==> src/rtl/core/pmd_pkg.sv <==
// Shared types and constants for the PID motor drive block.
// Used by every module under rtl/core; depends on nothing.
package pmd_pkg;

	localparam int ACC_WIDTH_DEF = 48;

	// Configuration register file
	localparam int CFG_IDX_W = 4;

	typedef enum logic [CFG_IDX_W-1:0] {
		REG_PROP_GAIN     = 4'd0,
		REG_INTEG_GAIN    = 4'd1,
		REG_DERIV_GAIN    = 4'd2,
		REG_SAMPLE_PERIOD = 4'd3,
		REG_NEAR_BAND     = 4'd4,
		REG_NEAR_LIMIT    = 4'd5,
		REG_DEAD_ERROR    = 4'd6,
		REG_DEAD_OUTPUT   = 4'd7
	} reg_idx_t;

	typedef struct packed {
		logic signed [31:0] prop_gain;
		logic signed [31:0] integ_gain;
		logic signed [31:0] deriv_gain;
		logic [9:0]         sample_period;
		logic [15:0]        near_band;
		logic [7:0]         near_limit;
		logic [15:0]        dead_error;
		logic [7:0]         dead_output;
	} cfg_t;

	localparam logic signed [31:0] PROP_GAIN_RST     = 32'sd83886080;
	localparam logic signed [31:0] INTEG_GAIN_RST    = 32'sd1678;
	localparam logic signed [31:0] DERIV_GAIN_RST    = 32'sd167772;
	localparam logic [9:0]         SAMPLE_PERIOD_RST = 10'd20;
	localparam logic [15:0]        NEAR_BAND_RST     = 16'd100;
	localparam logic [7:0]         NEAR_LIMIT_RST    = 8'd100;
	localparam logic [15:0]        DEAD_ERROR_RST    = 16'd3;
	localparam logic [7:0]         DEAD_OUTPUT_RST   = 8'd50;

	// Chunked gain multiply: 16-bit operand chunks
	localparam int NC_E = 3;  // error, 33 bits signed
	localparam int NC_D = 4;  // derivative, 50 bits signed

	// Derivative divider: 50-bit dividend, two quotient bits per cycle
	localparam int DIV_W     = 50;
	localparam int DIV_STEPS = DIV_W / 2;

	// Q40 sum, integer part saturates at 2^20, drive clamps at 255
	localparam int FRAC_BITS = 40;
	localparam int SAT_LIM   = 1 << 20;
	localparam int DRIVE_MAX = 255;

	typedef enum logic [1:0] {
		TERM_P = 2'b00,
		TERM_I = 2'b01,
		TERM_D = 2'b10
	} term_t;

	// Controller to datapath
	typedef struct packed {
		logic       load_err;
		logic       prep;
		logic       integ;
		logic       mul_go;
		term_t      term;
		logic [1:0] chunk;
		logic       top;
		logic       trunc;
		logic       out_load;
	} cmd_t;

	// Datapath to controller
	typedef struct packed {
		logic div_done;
		logic out_free;
	} status_t;

endpackage

==> src/rtl/core/pid_motor_drive_with_deadband_top.sv <==
// Top level of the PID motor drive block with error deadband and near-target limit.
// Depends on pmd_pkg, pmd_cfg, pmd_ctrl and pmd_dp.

// Each transfer on the input channel carries a target and a measured encoder count and
// produces exactly one signed drive value (-255..255) on the output channel. The block
// forms the 33-bit error, adds error times sample_period into a saturating ACC_WIDTH-bit
// integral, divides the change in error by the period (signed Q16, truncated toward
// zero), and sums Kp*e + Ki*I + Kd*d exactly in a Q40 accumulator. The sum is truncated
// toward zero and saturated at +-2^20, then clamped to +-near_limit when |e| < near_band,
// zeroed when |e| < dead_error and |drive| < dead_output, and finally clamped to +-255.
// Timing: an item occupies the block from its input transfer until its result is
// loaded into the output register, a load that waits while the previous result is
// still held and the output is stalled. How long an item takes is set by the
// derivative divider, which retires two quotient bits per cycle over a 50-bit
// dividend; the proportional and integral products run on the shared 32x17
// multiplier in 16-bit chunks while the divider works, and the derivative
// product, accumulate, truncate and limit steps follow it. A finished result waits in
// the output register, so a new item is taken while the result is still held. Sample
// periods of zero act as one. Configuration writes are taken in any cycle (cfg_ready is
// always high) but must only be issued while no item is in flight; indexes beyond the
// eight registers are dropped. Reset clears the integral and the stored last error and
// restores the default gains and limits; no clearing pass is needed.
module pid_motor_drive_with_deadband_top #(
	parameter int ACC_WIDTH = pmd_pkg::ACC_WIDTH_DEF
) (
	input  logic                           clk,
	input  logic                           arst_n,
	// input channel
	input  logic                           in_valid,
	output logic                           in_stall,
	input  logic signed [31:0]             target_count,
	input  logic signed [31:0]             measured_count,
	// output channel
	output logic                           out_valid,
	input  logic                           out_stall,
	output logic signed [8:0]              drive,
	// configuration write channel
	input  logic                           cfg_valid,
	output logic                           cfg_ready,
	input  logic [pmd_pkg::CFG_IDX_W-1:0] cfg_index,
	input  logic [31:0]                    cfg_data
);

	pmd_pkg::cfg_t    cfg;
	pmd_pkg::cmd_t    cmd;
	pmd_pkg::status_t status;

	// Register file: gains, period and limits
	pmd_cfg u_cfg (
		.clk       (clk),
		.arst_n    (arst_n),
		.cfg_valid (cfg_valid),
		.cfg_ready (cfg_ready),
		.cfg_index (cfg_index),
		.cfg_data  (cfg_data),
		.cfg       (cfg)
	);

	// Sequencer: accept, prepare, multiply passes, truncate, hand off
	pmd_ctrl #(
		.ACC_WIDTH (ACC_WIDTH)
	) u_ctrl (
		.clk      (clk),
		.arst_n   (arst_n),
		.in_valid (in_valid),
		.in_stall (in_stall),
		.status   (status),
		.cmd      (cmd)
	);

	// Arithmetic, divider, state and output register
	pmd_dp #(
		.ACC_WIDTH (ACC_WIDTH)
	) u_dp (
		.clk            (clk),
		.arst_n         (arst_n),
		.cmd            (cmd),
		.status         (status),
		.cfg            (cfg),
		.target_count   (target_count),
		.measured_count (measured_count),
		.out_valid      (out_valid),
		.out_stall      (out_stall),
		.drive          (drive)
	);

endmodule

==> src/rtl/core/pmd_cfg.sv <==
// Configuration register file of the PID motor drive block.
// Depends on pmd_pkg for register indexes, reset values and cfg_t.
module pmd_cfg (
	input  logic                           clk,
	input  logic                           arst_n,
	input  logic                           cfg_valid,
	output logic                           cfg_ready,
	input  logic [pmd_pkg::CFG_IDX_W-1:0] cfg_index,
	input  logic [31:0]                    cfg_data,
	output pmd_pkg::cfg_t                  cfg
);

	pmd_pkg::cfg_t cfg_q;

	assign cfg_ready = 1'b1;
	assign cfg      = cfg_q;

	always_ff @(posedge clk or negedge arst_n) begin
		if (!arst_n) begin
			cfg_q.prop_gain     <= pmd_pkg::PROP_GAIN_RST;
			cfg_q.integ_gain    <= pmd_pkg::INTEG_GAIN_RST;
			cfg_q.deriv_gain    <= pmd_pkg::DERIV_GAIN_RST;
			cfg_q.sample_period <= pmd_pkg::SAMPLE_PERIOD_RST;
			cfg_q.near_band     <= pmd_pkg::NEAR_BAND_RST;
			cfg_q.near_limit    <= pmd_pkg::NEAR_LIMIT_RST;
			cfg_q.dead_error    <= pmd_pkg::DEAD_ERROR_RST;
			cfg_q.dead_output   <= pmd_pkg::DEAD_OUTPUT_RST;
		end else if (cfg_valid && cfg_ready) begin
			unique case (pmd_pkg::reg_idx_t'(cfg_index))
				pmd_pkg::REG_PROP_GAIN:     cfg_q.prop_gain     <= cfg_data;
				pmd_pkg::REG_INTEG_GAIN:    cfg_q.integ_gain    <= cfg_data;
				pmd_pkg::REG_DERIV_GAIN:    cfg_q.deriv_gain    <= cfg_data;
				pmd_pkg::REG_SAMPLE_PERIOD: cfg_q.sample_period <= cfg_data[9:0];
				pmd_pkg::REG_NEAR_BAND:     cfg_q.near_band     <= cfg_data[15:0];
				pmd_pkg::REG_NEAR_LIMIT:    cfg_q.near_limit    <= cfg_data[7:0];
				pmd_pkg::REG_DEAD_ERROR:    cfg_q.dead_error    <= cfg_data[15:0];
				pmd_pkg::REG_DEAD_OUTPUT:   cfg_q.dead_output   <= cfg_data[7:0];
				default: ;  // drop writes beyond the register list
			endcase
		end
	end

endmodule

==> src/rtl/core/pmd_div.sv <==
// Iterative unsigned divider, two quotient bits per cycle, for the derivative term.
// Depends on pmd_pkg for the dividend width and step count.
module pmd_div (
	input  logic                       clk,
	input  logic                       arst_n,
	input  logic                       start,
	input  logic [pmd_pkg::DIV_W-1:0] dividend,
	input  logic [9:0]                 divisor,
	output logic [pmd_pkg::DIV_W-1:0] quotient,
	output logic                       done
);

	localparam int CNT_W = $clog2(pmd_pkg::DIV_STEPS);
	localparam logic [CNT_W-1:0] CNT_LAST = CNT_W'(pmd_pkg::DIV_STEPS - 1);

	logic [pmd_pkg::DIV_W-1:0] quo_q;
	logic [9:0]                rem_q;
	logic [9:0]                dsr_q;
	logic [CNT_W-1:0]          cnt_q;
	logic                      busy_q;
	logic                      done_q;

	logic [pmd_pkg::DIV_W-1:0] quo_d;
	logic [9:0]                rem_d;

	// Two restoring steps; remainder always stays below the divisor
	always_comb begin
		logic [10:0] t;
		t     = '0;
		quo_d = quo_q;
		rem_d = rem_q;
		for (int i = 0; i < 2; i++) begin
			t     = {rem_d, quo_d[pmd_pkg::DIV_W-1]};
			quo_d = {quo_d[pmd_pkg::DIV_W-2:0], 1'b0};
			if (t >= {1'b0, dsr_q}) begin
				t        = t - {1'b0, dsr_q};
				quo_d[0] = 1'b1;
			end
			rem_d = t[9:0];
		end
	end

	always_ff @(posedge clk or negedge arst_n) begin
		if (!arst_n) begin
			busy_q <= 1'b0;
			done_q <= 1'b0;
			cnt_q  <= '0;
		end else if (start) begin
			busy_q <= 1'b1;
			done_q <= 1'b0;
			cnt_q  <= '0;
		end else if (busy_q) begin
			cnt_q <= cnt_q + 1'b1;
			if (cnt_q == CNT_LAST) begin
				busy_q <= 1'b0;
				done_q <= 1'b1;
			end
		end
	end

	always_ff @(posedge clk) begin
		if (start) begin
			quo_q <= dividend;
			rem_q <= '0;
			dsr_q <= divisor;
		end else if (busy_q) begin
			quo_q <= quo_d;
			rem_q <= rem_d;
		end
	end

	assign quotient = quo_q;
	assign done     = done_q;

endmodule

==> src/rtl/core/pmd_dp.sv <==
// Datapath of the PID motor drive block: error, integral, derivative divider,
// shared chunked gain multiplier, Q40 accumulator, limiting and output register.
// Depends on pmd_pkg and pmd_div.
module pmd_dp #(
	parameter int ACC_WIDTH = pmd_pkg::ACC_WIDTH_DEF
) (
	input  logic               clk,
	input  logic               arst_n,
	input  pmd_pkg::cmd_t      cmd,
	output pmd_pkg::status_t   status,
	input  pmd_pkg::cfg_t      cfg,
	input  logic signed [31:0] target_count,
	input  logic signed [31:0] measured_count,
	output logic               out_valid,
	input  logic               out_stall,
	output logic signed [8:0]  drive
);

	localparam int XW  = 44;  // error times period
	localparam int SW  = ((ACC_WIDTH > XW) ? ACC_WIDTH : XW) + 1;
	localparam int TW  = ACC_WIDTH + 50;
	localparam int IPW = TW - pmd_pkg::FRAC_BITS;
	localparam int DW  = pmd_pkg::DIV_W;

	logic signed [32:0]          err_q;
	logic signed [32:0]          last_err_q;
	logic signed [ACC_WIDTH-1:0] integ_q;
	logic signed [XW-1:0]        x_q;
	logic                        dneg_q;
	logic                        near_q;
	logic                        dead_q;
	logic signed [TW-1:0]        total_q;
	logic signed [48:0]          prod_s1;
	logic [2:0]                  shift_s1;
	logic                        mv_s1;
	logic [20:0]                 mag_q;
	logic                        neg_q;
	logic                        out_valid_q;
	logic signed [8:0]           drive_q;

	// Error stage
	logic [9:0]          period;
	logic signed [33:0]  diff;
	logic [33:0]         diff_mag;
	logic [32:0]         err_mag;
	logic [DW-1:0]       dividend;
	logic [DW-1:0]       quo;
	logic                div_done;
	logic signed [XW-1:0] x;

	assign period   = (cfg.sample_period == '0) ? 10'd1 : cfg.sample_period;
	assign diff     = 34'(err_q) - 34'(last_err_q);
	assign diff_mag = diff[33] ? -diff : diff;
	assign err_mag  = err_q[32] ? -err_q : err_q;
	assign dividend = {1'b0, diff_mag[32:0], 16'b0};
	assign x        = XW'(err_q) * XW'($signed({1'b0, period}));

	pmd_div u_div (
		.clk      (clk),
		.arst_n   (arst_n),
		.start    (cmd.prep),
		.dividend (dividend),
		.divisor  (period),
		.quotient (quo),
		.done     (div_done)
	);

	// Saturating integral update
	logic signed [SW-1:0]        isum;
	logic                        hi_ovf;
	logic                        lo_ovf;
	logic signed [ACC_WIDTH-1:0] integ_next;

	assign isum   = SW'(integ_q) + SW'(x_q);
	assign hi_ovf = !isum[SW-1] && (isum[SW-2:ACC_WIDTH-1] != '0);
	assign lo_ovf = isum[SW-1] && !(&isum[SW-2:ACC_WIDTH-1]);

	always_comb begin
		if (hi_ovf)
			integ_next = {1'b0, {(ACC_WIDTH-1){1'b1}}};
		else if (lo_ovf)
			integ_next = {1'b1, {(ACC_WIDTH-1){1'b0}}};
		else
			integ_next = isum[ACC_WIDTH-1:0];
	end

	// Chunked gain multiply and accumulate
	logic [DW-1:0]       dq_bits;
	logic [63:0]         opnd;
	logic signed [31:0]  gain;
	logic [15:0]         chunk;
	logic signed [16:0]  chunk17;
	logic [2:0]          shift_base;
	logic signed [TW-1:0] addend;

	assign dq_bits = dneg_q ? (~quo + 1'b1) : quo;

	always_comb begin
		case (cmd.term)
			pmd_pkg::TERM_P: begin
				opnd       = 64'(err_q);
				gain       = cfg.prop_gain;
				shift_base = 3'd1;
			end
			pmd_pkg::TERM_I: begin
				opnd       = 64'(integ_q);
				gain       = cfg.integ_gain;
				shift_base = 3'd1;
			end
			pmd_pkg::TERM_D: begin
				opnd       = {{(64-DW){dq_bits[DW-1]}}, dq_bits};
				gain       = cfg.deriv_gain;
				shift_base = 3'd0;
			end
			default: begin
				opnd       = '0;
				gain       = '0;
				shift_base = 3'd0;
			end
		endcase
	end

	assign chunk   = opnd[{cmd.chunk, 4'b0} +: 16];
	assign chunk17 = cmd.top ? {chunk[15], chunk} : {1'b0, chunk};
	assign addend  = TW'(prod_s1) << {shift_s1, 4'b0};

	// Q40 to integer, truncated toward zero, saturated
	logic [TW-1:0]  tmag;
	logic [IPW-1:0] ip;
	logic           sat;

	assign tmag = total_q[TW-1] ? -total_q : total_q;
	assign ip   = tmag[TW-1:pmd_pkg::FRAC_BITS];
	assign sat  = ip > IPW'(pmd_pkg::SAT_LIM);

	// Near-band clamp, deadband, final clamp
	logic [20:0] m_near;
	logic [20:0] m_dead;
	logic [7:0]  m_fin;
	logic [8:0]  drive_next;

	always_comb begin
		m_near = (near_q && mag_q > 21'(cfg.near_limit)) ? 21'(cfg.near_limit) : mag_q;
		m_dead = (dead_q && m_near < 21'(cfg.dead_output)) ? '0 : m_near;
		m_fin  = (m_dead > 21'(pmd_pkg::DRIVE_MAX)) ? 8'(pmd_pkg::DRIVE_MAX) : m_dead[7:0];
		drive_next = neg_q ? (9'd0 - {1'b0, m_fin}) : {1'b0, m_fin};
	end

	// Controller state: integral and last error, plus the product valid and output valid flags
	always_ff @(posedge clk or negedge arst_n) begin
		if (!arst_n) begin
			integ_q     <= '0;
			last_err_q  <= '0;
			mv_s1       <= 1'b0;
			out_valid_q <= 1'b0;
		end else begin
			if (cmd.prep)
				last_err_q <= err_q;
			if (cmd.integ)
				integ_q <= integ_next;
			mv_s1 <= cmd.mul_go;
			if (cmd.out_load)
				out_valid_q <= 1'b1;
			else if (!out_stall)
				out_valid_q <= 1'b0;
		end
	end

	always_ff @(posedge clk) begin
		if (cmd.load_err)
			err_q <= 33'(target_count) - 33'(measured_count);
		if (cmd.prep) begin
			x_q     <= x;
			dneg_q  <= diff[33];
			near_q  <= err_mag < 33'(cfg.near_band);
			dead_q  <= err_mag < 33'(cfg.dead_error);
			total_q <= '0;
		end else if (mv_s1) begin
			total_q <= total_q + addend;
		end
		if (cmd.mul_go) begin
			prod_s1  <= gain * chunk17;
			shift_s1 <= {1'b0, cmd.chunk} + shift_base;
		end
		if (cmd.trunc) begin
			neg_q <= total_q[TW-1];
			mag_q <= sat ? 21'(pmd_pkg::SAT_LIM) : ip[20:0];
		end
		if (cmd.out_load)
			drive_q <= drive_next;
	end

	assign status.div_done = div_done;
	assign status.out_free = !out_valid_q || !out_stall;
	assign out_valid       = out_valid_q;
	assign drive           = drive_q;

endmodule

==> src/rtl/core/pmd_ctrl.sv <==
// Sequencing state machine of the PID motor drive block.
// Depends on pmd_pkg for the command and status structs.
module pmd_ctrl #(
	parameter int ACC_WIDTH = pmd_pkg::ACC_WIDTH_DEF
) (
	input  logic             clk,
	input  logic             arst_n,
	input  logic             in_valid,
	output logic             in_stall,
	input  pmd_pkg::status_t status,
	output pmd_pkg::cmd_t    cmd
);

	localparam int NC_I = (ACC_WIDTH + 15) / 16;
	localparam logic [1:0] LAST_P = 2'(pmd_pkg::NC_E - 1);
	localparam logic [1:0] LAST_I = 2'(NC_I - 1);
	localparam logic [1:0] LAST_D = 2'(pmd_pkg::NC_D - 1);

	typedef enum logic [9:0] {
		S_IDLE   = 10'b00_0000_0001,
		S_PREP   = 10'b00_0000_0010,
		S_INTEG  = 10'b00_0000_0100,
		S_MUL_P  = 10'b00_0000_1000,
		S_MUL_I  = 10'b00_0001_0000,
		S_WAIT_D = 10'b00_0010_0000,
		S_MUL_D  = 10'b00_0100_0000,
		S_DRAIN  = 10'b00_1000_0000,
		S_TRUNC  = 10'b01_0000_0000,
		S_OUT    = 10'b10_0000_0000
	} state_t;

	state_t     state_q, state_d;
	logic [1:0] cnt_q, cnt_d;

	always_comb begin
		state_d = state_q;
		cnt_d   = cnt_q;
		cmd     = '0;
		unique case (state_q)
			S_IDLE: begin
				if (in_valid) begin
					cmd.load_err = 1'b1;
					state_d      = S_PREP;
				end
			end
			S_PREP: begin
				cmd.prep = 1'b1;
				state_d  = S_INTEG;
			end
			S_INTEG: begin
				cmd.integ = 1'b1;
				cnt_d     = '0;
				state_d   = S_MUL_P;
			end
			S_MUL_P: begin
				cmd.mul_go = 1'b1;
				cmd.term   = pmd_pkg::TERM_P;
				cmd.chunk  = cnt_q;
				cmd.top    = (cnt_q == LAST_P);
				if (cnt_q == LAST_P) begin
					cnt_d   = '0;
					state_d = S_MUL_I;
				end else begin
					cnt_d = cnt_q + 1'b1;
				end
			end
			S_MUL_I: begin
				cmd.mul_go = 1'b1;
				cmd.term   = pmd_pkg::TERM_I;
				cmd.chunk  = cnt_q;
				cmd.top    = (cnt_q == LAST_I);
				if (cnt_q == LAST_I) begin
					cnt_d   = '0;
					state_d = S_WAIT_D;
				end else begin
					cnt_d = cnt_q + 1'b1;
				end
			end
			S_WAIT_D: begin
				if (status.div_done)
					state_d = S_MUL_D;
			end
			S_MUL_D: begin
				cmd.mul_go = 1'b1;
				cmd.term   = pmd_pkg::TERM_D;
				cmd.chunk  = cnt_q;
				cmd.top    = (cnt_q == LAST_D);
				if (cnt_q == LAST_D) begin
					cnt_d   = '0;
					state_d = S_DRAIN;
				end else begin
					cnt_d = cnt_q + 1'b1;
				end
			end
			S_DRAIN: begin
				state_d = S_TRUNC;
			end
			S_TRUNC: begin
				cmd.trunc = 1'b1;
				state_d   = S_OUT;
			end
			S_OUT: begin
				if (status.out_free) begin
					cmd.out_load = 1'b1;
					state_d      = S_IDLE;
				end
			end
			default: begin
				state_d = S_IDLE;
			end
		endcase
	end

	always_ff @(posedge clk or negedge arst_n) begin
		if (!arst_n) begin
			state_q <= S_IDLE;
			cnt_q   <= '0;
		end else begin
			state_q <= state_d;
			cnt_q   <= cnt_d;
		end
	end

	assign in_stall = (state_q != S_IDLE);

`ifndef SYNTHESIS
	a_accept_starts: assert property (@(posedge clk) disable iff (!arst_n)
		(in_valid && !in_stall) |=> (state_q == S_PREP))
		else $error("accepted item did not start the update sequence");

	a_load_when_free: assert property (@(posedge clk) disable iff (!arst_n)
		cmd.out_load |-> status.out_free)
		else $error("output register loaded while holding an untaken result");

	a_deriv_after_div: assert property (@(posedge clk) disable iff (!arst_n)
		(state_q == S_MUL_D && $past(state_q) == S_WAIT_D) |-> $past(status.div_done))
		else $error("derivative multiply started before the divider finished");

	a_busy_no_load: assert property (@(posedge clk) disable iff (!arst_n)
		(state_q != S_IDLE) |-> !cmd.load_err)
		else $error("new item loaded while an update is in progress");
`endif

endmodule
==> config.mk <==
export PLATFORM = sky130hd
export DESIGN_NAME = pid_motor_drive_with_deadband_top
export DESIGN_NICKNAME = d
export VERILOG_FILES = /design/src/rtl/core/pmd_pkg.sv /design/src/rtl/core/pid_motor_drive_with_deadband_top.sv /design/src/rtl/core/pmd_cfg.sv /design/src/rtl/core/pmd_div.sv /design/src/rtl/core/pmd_dp.sv /design/src/rtl/core/pmd_ctrl.sv
export SDC_FILE = /design/constraint.sdc
export NUM_CORES = 2
export LEC_CHECK = 0
export BUFFER_PORTS_ARGS = -buffer_cell sky130_fd_sc_hd__buf_4
export CAP_MARGIN = 20
export CORE_MARGIN = 2
export CORE_UTILIZATION = 55
export DETAILED_ROUTE_END_ITERATION = 16
export PLACE_DENSITY = 0.71
export SLEW_MARGIN = 20
export SYNTH_ARGS = -nofsm -noshare
export SYNTH_HDL_FRONTEND = slang
export SYNTH_SLANG_ARGS = --single-unit
==> constraint.sdc <==
create_clock -name clk -period 19.35 [get_ports clk]
set_input_delay 1.935 -clock clk [delete_from_list [all_inputs] [get_ports clk]]
set_output_delay 1.935 -clock clk [all_outputs]
set_load 0.02 [all_outputs]
==> results.md <==
- Status: finished clean
- DRC Markers: 0
- Hold Path Class: flip-flop to flip-flop
- Final setup fails: 0
- Setup_tns: 0 ps
- Starting Density: 55.4%
- Post-DP HPWL: 169 mm
- Ys async rst share: 43.6%
- Final GP Congestion: 0.991
- Register area share after synthesis: 21.1%
- CTS sink count: 587
- Critical path endpoint category: flip-flop
- GRT met3 Usage: 7.21%
- First-pass GRT wire length: 339 mm
- Post-Route Utilization: 59.0%
- Distinct cell type count after synthesis: 98
- Initial antenna violation count: 8
- Crit path kind: flip-flop to flip-flop
- Crit path DAT: 13570 ps
- Die area: 133000 um2
- Drt initial violations: 5311
- Flops & latches, synth: 587
- Cell mode on critical path: fa_1
- Final hold vios: 0
- Post-Route WL: 218 mm
- Clk pin slew, worst setup/hold paths: 60 ps
- Hold_buf cts: 0
- R2r startpoint: u_ctrl.state_q[3]
- Fmax: 76.0 MHz
- # IOs: 117
- Fillcell total: 11600
- Number of port buffers: 115
- CTS buffer count: 72
- Setup bufs post-CTS: 0
- Number of global-route vias before repair: 58600
- CTS resizes: 0
- Tmin final: 13150 ps
- Startpoint Class: flip-flop
- WL/cell: 22.1 um
- Via-to-Cell Ratio: 5.97
- DRT antenna net count: 0
- Cells after synthesis: 8198
- Global Route met1 Usage: 43.5%
- Area Overhead vs Synth: 6.52%
- Core area: 129000 um2
- DP Cell Count: 9725
- Layout cells sized above 1: 7.28%
- Synth Area per Inst: 8.75 um2
- Required @ worst endpoint: 19770 ps
- Final period utilization: 68.0%
- Slew Limit Fails: 0
- Main synth FF type: dfrtp_1
- Die Ht: 365 um
- Num rows: 132
- CP peak stage delay: 680 ps
- HP Start: u_dp.u_div.rem_q[9]
- Number of flops mapped to enable cells by yosys: 206
- RSZ-0062 raised after global routing: no
- Final net count: 9469
- Clock Skew: 37.3 ps
- Total gr overflow: 0
- Max Cap Viol: 0
- Final std cells w/o fill: 9867
- CTS tree: yes
- Critical path's top delay family: compound AO/OA/AOI/OAI gates
- Crit-path max FO: 66
- Drt pass-1 iters: 7
- CP bufs+invs: 6
- Clock Tree Buf Depth: 3
- Share of the synthesized area in the top cell type: 22.6%
- Worst-skew pair later-pin latency: 700 ps
- CTS root buffer: clkbuf_16
- Crit. Startpoint: u_ctrl.state_q[3]
- Largest net degree at the start of global routing: 93
- Htree depth: 3
- Relative slew slack: 25.3%
- Layer with the highest usage: met2
- Synth area leader: fa_1
- Worst-margin pin slew: 1110 ps
- Synth warn: 0
- Chip width: 365 um
- Crit-path slowest cell: o22a_2
- Area contributors post-synth: fa_1 23%, ha_1 8.6%, edfxtp_1 8.6%
- Syn_nets: 9608
- Met2 Use GR: 50.8%
- Mapped Area: 71700 um2
- Gr usage total: 32.9%
- Via count: 58900
- R2R setup slack: 6200 ps
registers in the layout, summed over array words and instances (netlist names), 2 cells and up:
register,cells
u_ctrl.cnt_q,2
u_dp.u_div.dsr_q,10
u_dp.u_div.quotient,50
u_dp.drive,9
u_dp.u_div.cnt_q,5
u_cfg.cfg,154
u_ctrl.state_q,10
u_dp.shift_s1,3
u_dp.u_div.rem_q,10
u_dp.total_q,98
u_dp.last_err_q,33
u_dp.integ_q,48
u_dp.err_q,33
u_dp.mag_q,21
u_dp.prod_s1,49
u_dp.x_q,44
cells by family after synthesis:
| family | count (synthesis) | synth area share [%] |
|---|---|---|
| adder cells (fa/ha/maj) | 1343 | 31.8 |
| XOR/XNOR | 401 | 4.90 |
| buffers and inverters | 1472 | 7.79 |
| other | 1 | 0.00523 |
| AO/OA/AOI/OAI | 1607 | 14.1 |
| multiplexers | 301 | 4.44 |
| AND/OR/NAND/NOR | 2486 | 15.9 |
| flip-flops | 587 | 21.1 |
cells in the mapped netlist, types with 38 or more instances:
| master | instances |
|---|---|
| a22oi_1 | 57 |
| mux2i_1 | 163 |
| edfxtp_1 | 206 |
| o21a_1 | 59 |
| o21bai_1 | 39 |
| xnor2_1 | 237 |
| o22ai_1 | 50 |
| nor2b_1 | 64 |
| inv_1 | 1047 |
| nor4_1 | 42 |
| maj3_1 | 38 |
| nand2_1 | 948 |
| a211oi_1 | 72 |
| a21o_1 | 188 |
| clkbuf_1 | 361 |
| mux2_2 | 138 |
| ha_1 | 496 |
| a21oi_1 | 426 |
| xor2_1 | 164 |
| dfrtp_1 | 224 |
| nor3_1 | 89 |
| a31oi_1 | 40 |
| nand3_1 | 97 |
| nand4_1 | 74 |
| o21ai_0 | 409 |
| dfxtp_1 | 125 |
| o31ai_1 | 43 |
| nand2b_1 | 76 |
| and2_1 | 196 |
| nor2_1 | 695 |
| or3_1 | 45 |
| fa_1 | 809 |
stage by stage:
stage	hold slack, ps	instance area, um2	worst slack [ps]
after global placement	469	74000	6530
after global routing	508	76400	5430
final	497	76400	6200
after floorplan	406	71700	8090
after CTS	492	76400	6010
after detailed placement	483	74000	6110
layout make-up:
| type | instances | area, um2 | area share (%) |
|---|---|---|---|
| Clock buffer | 94 | 1990 | 2.60 |
| Tap cell | 1742 | 2180 | 2.85 |
| Inverter | 1051 | 3950 | 5.17 |
| Antenna cell | 8 | 20.0 | 0.0262 |
| Sequential cell | 587 | 15100 | 19.8 |
| Timing Repair Buffer | 208 | 1590 | 2.08 |
| Clock inverter | 38 | 373 | 0.488 |
| Multi-Input combinational cell | 6139 | 51200 | 67.0 |
worst reg2reg max path: cells and delay by family (launching register included):
family,cells,cell delay (ps)
buffers and inverters,6,2000
XOR/XNOR,1,80
AND/OR/NAND/NOR,11,3130
AO/OA/AOI/OAI,12,3720
flip-flops,1,430
adder cells (fa/ha/maj),7,3530
per-layer routing:
layer	wire [um]	part of all wire (%)	up-vias
met5	41	0.019	-
met4	13000	6.0	6
met3	18500	8.5	528
met2	96600	44	2507
met1	89900	41	28900
li1	-	-	27100
path summary, 6_finish.rpt:
kind | to | cells after the start
worst max-delay path | u_dp.prod_s1[43] | 37
worst min-delay path | u_dp.u_div.rem_q[9] | 1
worst max register to register | u_dp.prod_s1[43] | 37
worst min register to register | u_dp.u_div.rem_q[9] | 1
max in group asynchronous | u_cfg.cfg[62] | 3
min in group asynchronous | u_ctrl.state_q[6] | 1
cell usage in the layout (no fill, tap or decap), types with 164 or more instances in the layout:
cell type and instances:
buf_4 204, inv_1 1047, dfrtp_1 218, nand2_1 947
xor2_1 164, fa_1 809, a21oi_1 425, a21o_1 188
ha_1 496, o21ai_0 408, and2_1 196, nor2_1 692
edfxtp_1 206, xnor2_1 236
Power is not shown: default switching activity piles up to over one toggle a cycle in this logic, so the estimate is an artifact.
